`src/design/rmt_pkg.sv`:
```
// ----------------------------------------------------------------------------
// rmt_pkg
// Shared types and codes for the running mode tracker.
// ----------------------------------------------------------------------------
package rmt_pkg;

    localparam int ColorW    = 10;
    localparam int CountOutW = 10;

    typedef enum logic [1:0] {
        CMD_ADD    = 2'd0,
        CMD_REMOVE = 2'd1,
        CMD_CLEAR  = 2'd2
    } cmd_t;

    typedef enum logic [1:0] {
        STATUS_OK           = 2'd0,
        STATUS_REMOVE_EMPTY = 2'd1,
        STATUS_ADD_FULL     = 2'd2
    } status_t;

    // Operation after classification by the front end.
    typedef enum logic [1:0] {
        OP_NOP,
        OP_ADD,
        OP_REMOVE,
        OP_CLEAR
    } op_t;

    typedef struct packed {
        op_t               op;
        logic [ColorW-1:0] color;
    } item_t;

    typedef struct packed {
        logic full;
        logic empty;
    } q_status_t;

    typedef enum logic [2:0] {
        ST_INIT,
        ST_IDLE,
        ST_LOOK,
        ST_SCAN,
        ST_CLEAR
    } back_state_t;

endpackage

```
`src/design/rmt_fifo.sv`:
```
// ----------------------------------------------------------------------------
// rmt_fifo
// Two-entry item queue between the front end and the execution engine.
// ----------------------------------------------------------------------------
module rmt_fifo
    import rmt_pkg::*;
(
    input  logic      clk,
    input  logic      rst_n,
    input  logic      push,
    input  item_t     push_item,
    input  logic      pop,
    output q_status_t qs,
    output item_t     head
);

    item_t      entry_reg [2];
    logic       wr_ptr_reg, wr_ptr_next;
    logic       rd_ptr_reg, rd_ptr_next;
    logic [1:0] cnt_reg, cnt_next;

    assign qs.full  = (cnt_reg == 2'd2);
    assign qs.empty = (cnt_reg == 2'd0);
    assign head     = entry_reg[rd_ptr_reg];

    always_comb
    begin
        wr_ptr_next = push ? ~wr_ptr_reg : wr_ptr_reg;
        rd_ptr_next = pop ? ~rd_ptr_reg : rd_ptr_reg;
        cnt_next    = cnt_reg + {1'b0, push} - {1'b0, pop};
    end

    always_ff @(posedge clk or negedge rst_n)
    begin
        if (!rst_n)
        begin
            wr_ptr_reg <= 1'b0;
            rd_ptr_reg <= 1'b0;
            cnt_reg    <= 2'd0;
        end
        else
        begin
            wr_ptr_reg <= wr_ptr_next;
            rd_ptr_reg <= rd_ptr_next;
            cnt_reg    <= cnt_next;
        end
    end

    always_ff @(posedge clk)
    begin
        if (push)
        begin
            entry_reg[wr_ptr_reg] <= push_item;
        end
    end

endmodule

```
`config.mk`:
```
export PLATFORM = sky130hd
export DESIGN_NAME = rmt_fifo
export DESIGN_NICKNAME = d
export VERILOG_FILES = /design/src/design/rmt_pkg.sv /design/src/design/rmt_fifo.sv
export SDC_FILE = /design/constraint.sdc
export NUM_CORES = 1
export LEC_CHECK = 0
export ABC_AREA = 1
export BUFFER_PORTS_ARGS = -buffer_cell sky130_fd_sc_hd__buf_2
export CAP_MARGIN = 20
export CORE_MARGIN = 5
export CORE_UTILIZATION = 30
export DETAILED_ROUTE_END_ITERATION = 7
export GPL_ROUTABILITY_DRIVEN = 0
export SYNTH_ARGS = -nofsm -noshare
export SYNTH_HDL_FRONTEND = slang
export SYNTH_SLANG_ARGS = --single-unit
```
`constraint.sdc`:
```
create_clock -name clk -period 3.69 [get_ports clk]
set_input_delay 0 -clock clk [delete_from_list [all_inputs] [get_ports clk]]
set_output_delay 0 -clock clk [all_outputs]
set_load 0.05 [all_outputs]
```
=== Word-level counts from Yosys, hierarchy flattened ===
Memory sizes are Yosys's and may differ from the RTL's.
Index checks and enable logic that the tools add are counted.

* $add $sub $neg: 2
* $mul: 0
* Divide/modulo/power cells: 0
* $lt $le $gt $ge: 0
* Equality and inequality tests: 1
* Shift-type cells: 0
* Mux-type cells: 2
* Bitwise logic cells: 2
* Reductions and logical operators: 1

{| class="wikitable"
|+ Operators with widths
! cell !! count
|-
| 2-bit by 1-bit adder with 2-bit output || 1
|-
| 2-bit == test, second input constant || 1
|-
| 2-bit zero test || 1
|-
| 1-bit 2-to-1 mux || 2
|-
| 1-bit NOT || 2
|-
| 2-bit by 1-bit subtractor with 2-bit output || 1
|}

* Bits in registers: 4
* Latch bits: 0
* Bits in writable memories: 24
* Memory bits (read-only): 0
* Input bits: 16
* Word-level logic and storage cells: 12
* Memories kept: 1

{| class="wikitable"
|+ Memories
! name !! depth !! width !! read ports !! clocked after memory_dff !! write ports !! RTL line !! text
|-
| entry_reg || 2 || 12 || 1 || 0 || 1 || rmt_fifo.sv:17 || <nowiki>item_t entry_reg [2];</nowiki>
|}

=== Longest topological paths before layout ===
* Depth after elaboration: 2
* Mapped depth: 7

=== Worst setup path before layout ===
No wires, ideal clock.

* Path type: reg2out
* Start: reg rd_ptr_reg
* End: out head[10] (netlist bit)
* Data arrival time: 1.684 ns
* Setup slack: 2.006 ns
* Cell stages (with the launch flop): 3
* Path buffers: 1
* Cells stage by stage: dfrtp_1 buf_6 o21ai_0

{| class="wikitable"
|+ RTL lines
! element !! RTL line !! text
|-
| start: declaration || rmt_fifo.sv:19 || <nowiki>logic rd_ptr_reg, rd_ptr_next;</nowiki>
|-
| start signal: assignment || rmt_fifo.sv:44 || <nowiki>rd_ptr_reg <= rd_ptr_next;</nowiki>
|-
| end: declaration || rmt_fifo.sv:14 || <nowiki>output item_t head</nowiki>
|}

==> results_dict.tcl <==
set metrics [dict create \
    wl_per_cell_um 11.17 \
    largest_reg_flops 24 \
    finalCritPeriodShare_pct 44.04 \
    cp_max_fo 25 \
    die_x_um 70.69 \
    rsz0062_at_grt "false" \
    clock_latency_ns 0.26 \
    rr_startpoint "wr_ptr_reg" \
    syn_area_um2 1105 \
    clock_path_buffers 2 \
    max_cap_viol_count 0 \
    grt_start_max_net_pins 26 \
    syn-instance-count 87 \
    yosysSeqAreaShare_pct 74.29 \
    yosysUniqueCellTypes 11 \
    floorplan.initialDensity_pct 30.64 \
    ff2ff_path_depth 1 \
    path_clk_slew_ns 0.09 \
    tightest_slew_ns 0.9742 \
    crit_arrival_ns 1.63 \
    clockRootBuffer "clkbuf_8" \
    cts_buffers 3 \
    synth_compound_area_share_pct 5.776 \
    report.final.slew_viol_count 0 \
    fin_util_pct 41.12 \
    synth_mux_area_share_pct 0 \
    grt_first_pass_wirelength_mm 3.346 \
    dr.pass1.iters 4 \
    end_kind "output port" \
    drc_errors 0 \
    synth-xor-area-share_pct 1.586 \
    dr.first_iter.drc_count 31 \
    port_buffers 29 \
    coreArea_um2 3606 \
    tns_ns 0 \
    n_fill_cell 358 \
    die_h_um 70.69 \
    cts_tree "done" \
    cts_max_level 1 \
    power_density_nw_per_um2 788.8 \
    maxSlewHeadroom_pct 34.81 \
    synth_area_per_cell_um2 12.70 \
    final_nets 152 \
    reg2reg_setup_slack_ns 2.14 \
    vias_per_cell 4.006 \
    ys_ff_latch 28 \
    grt_overflow 0 \
    dr_total_vias 725 \
    synth_adder_area_share_pct 2.265 \
    dp_hpwl_mm 1.415 \
    whs_ns 0.06224 \
    drive_above_1_share_pct 24.81 \
    fin_area_um2 1483 \
    area_growth_pct 34.20 \
    grt_pass1_vias 750 \
    status "finished clean" \
    cp-start-kind "register" \
    setup_viol 0 \
    synth_nets 105 \
    hp-class "input port to async pin" \
    worstReg2RegEnd "entry_reg[0][8]" \
    p_leak_nw 0.6671 \
    postRouteWirelength_mm 2.022 \
    num_io_pins 30 \
    synth_top_family_by_area "buffers and inverters" \
    grtUsageTotal_pct 8.239 \
    clock_sinks 28 \
    row_count 22 \
    antenna_found_initial 0 \
    period_needed_ns 1.625 \
    cp.required_ns 3.69 \
    fmax_mhz 615.3 \
    worst_clock_skew_ns 0.005519 \
    path_class "register to output port" \
    ys_warn_count 0 \
    ant_nets 0 \
    dpl_cell_area_um2 1287 \
    peakVddDrop_mv 0.3823 \
    n_antenna_cell 0 \
    synth_simple_gate_area_share_pct 7.588 \
    cts_resized 0 \
    hold_viol 0 \
    dieArea_um2 4996 \
]
==> logic make-up (layout without fill, tap and decap cells) <==
kind of cell | after synthesis | count (layout)
flip-flops | 28 | 28
AND/OR/NAND/NOR | 22 | 22
buffers and inverters | 21 | 67
AO/OA/AOI/OAI | 12 | 12
adder cells (fa/ha/maj) | 2 | 2
XOR/XNOR | 2 | 2
==> placed cells by master, fill, tap and decap left out <==
cell and n:
ha_1 2, nand3_1 1, dlygate4sd3_1 15, dfrtp_1 4, edfxtp_1 24, o21ai_2 1, nand2_1 18, clkbuf_8 3
buf_2 29, xor2_1 2, clkbuf_1 1, nor2_1 3, o21ai_0 11, inv_1 19
==> Yosys cell counts, drive strengths merged <==
| library cell | number | area, um^2 |
|---|---|---|
| edfxtp | 24 | 720.7 |
| inv | 19 | 71.32 |
| nand2 | 18 | 67.56 |
| o21ai | 12 | 63.81 |
| dfrtp | 4 | 100.1 |
| nor2 | 3 | 11.26 |
| buf | 2 | 22.52 |
| ha | 2 | 25.02 |
| xor2 | 2 | 17.52 |
| nand3 | 1 | 5.000 |
==> critical path, stage by stage, from the launching register on <==
cell and delay (ns):
dfrtp_1 0.81, nand2_1 0.13, o21ai_0 0.12, buf_2 0.30
==> layer usage <==
metal	GRT usage (%)	wire length, um
met5	0	0
met2	14.73	1014
met3	3.551	178
met4	1.879	6
met1	9.017	823
==> per-stage QoR <==
stage / total power [mW] / instances / setup WS, ns
5_1_grt: 1.244 / 181 / 1.923
4_1_cts: 1.186 / 181 / 2.053
3_3_place_gp: 0.9924 / 162 / 2.201
3_5_place_dp: 1.012 / 162 / 2.100
6_report: 1.170 / 181 / 2.065
2_1_floorplan: 0.9024 / 87 / 2.006
==> worst max path at each step <==
stage	cells past startpoint	endpoint	from	slack [ns]
2_1_floorplan	2	head[10]	rd_ptr_reg	2.01
3_3_place_gp	1	entry_reg[0][4]	wr_ptr_reg	2.20
3_5_place_dp	1	entry_reg[0][6]	wr_ptr_reg	2.10
4_1_cts	3	head[0]	rd_ptr_reg	2.05
5_1_grt	3	head[0]	rd_ptr_reg	1.92
6_report	3	head[5]	rd_ptr_reg	2.06
==> power by group <==
group	internal, mW	switching [mW]
logic	0.118	0.404
registers	0.427	0.0601
clock network	0.0771	0.0839
total	0.622	0.548
==> area by class of cell <==
class                           instances  area, um^2  area share (%)
Inverter                               19       71.32           4.810
Timing Repair Buffer                   44       295.3           19.92
Sequential cell                        28       820.8           55.36
Tap cell                               48       60.06           4.051
Multi-Input combinational cell         38       190.2           12.83
Clock buffer                            4       45.04           3.038
==> repair_timing <==
item	CTS	global route
hold endpoints to repair	30	0
setup buffers	0	0
hold buffers	15	0
Power figures use the tool's default switching activity.
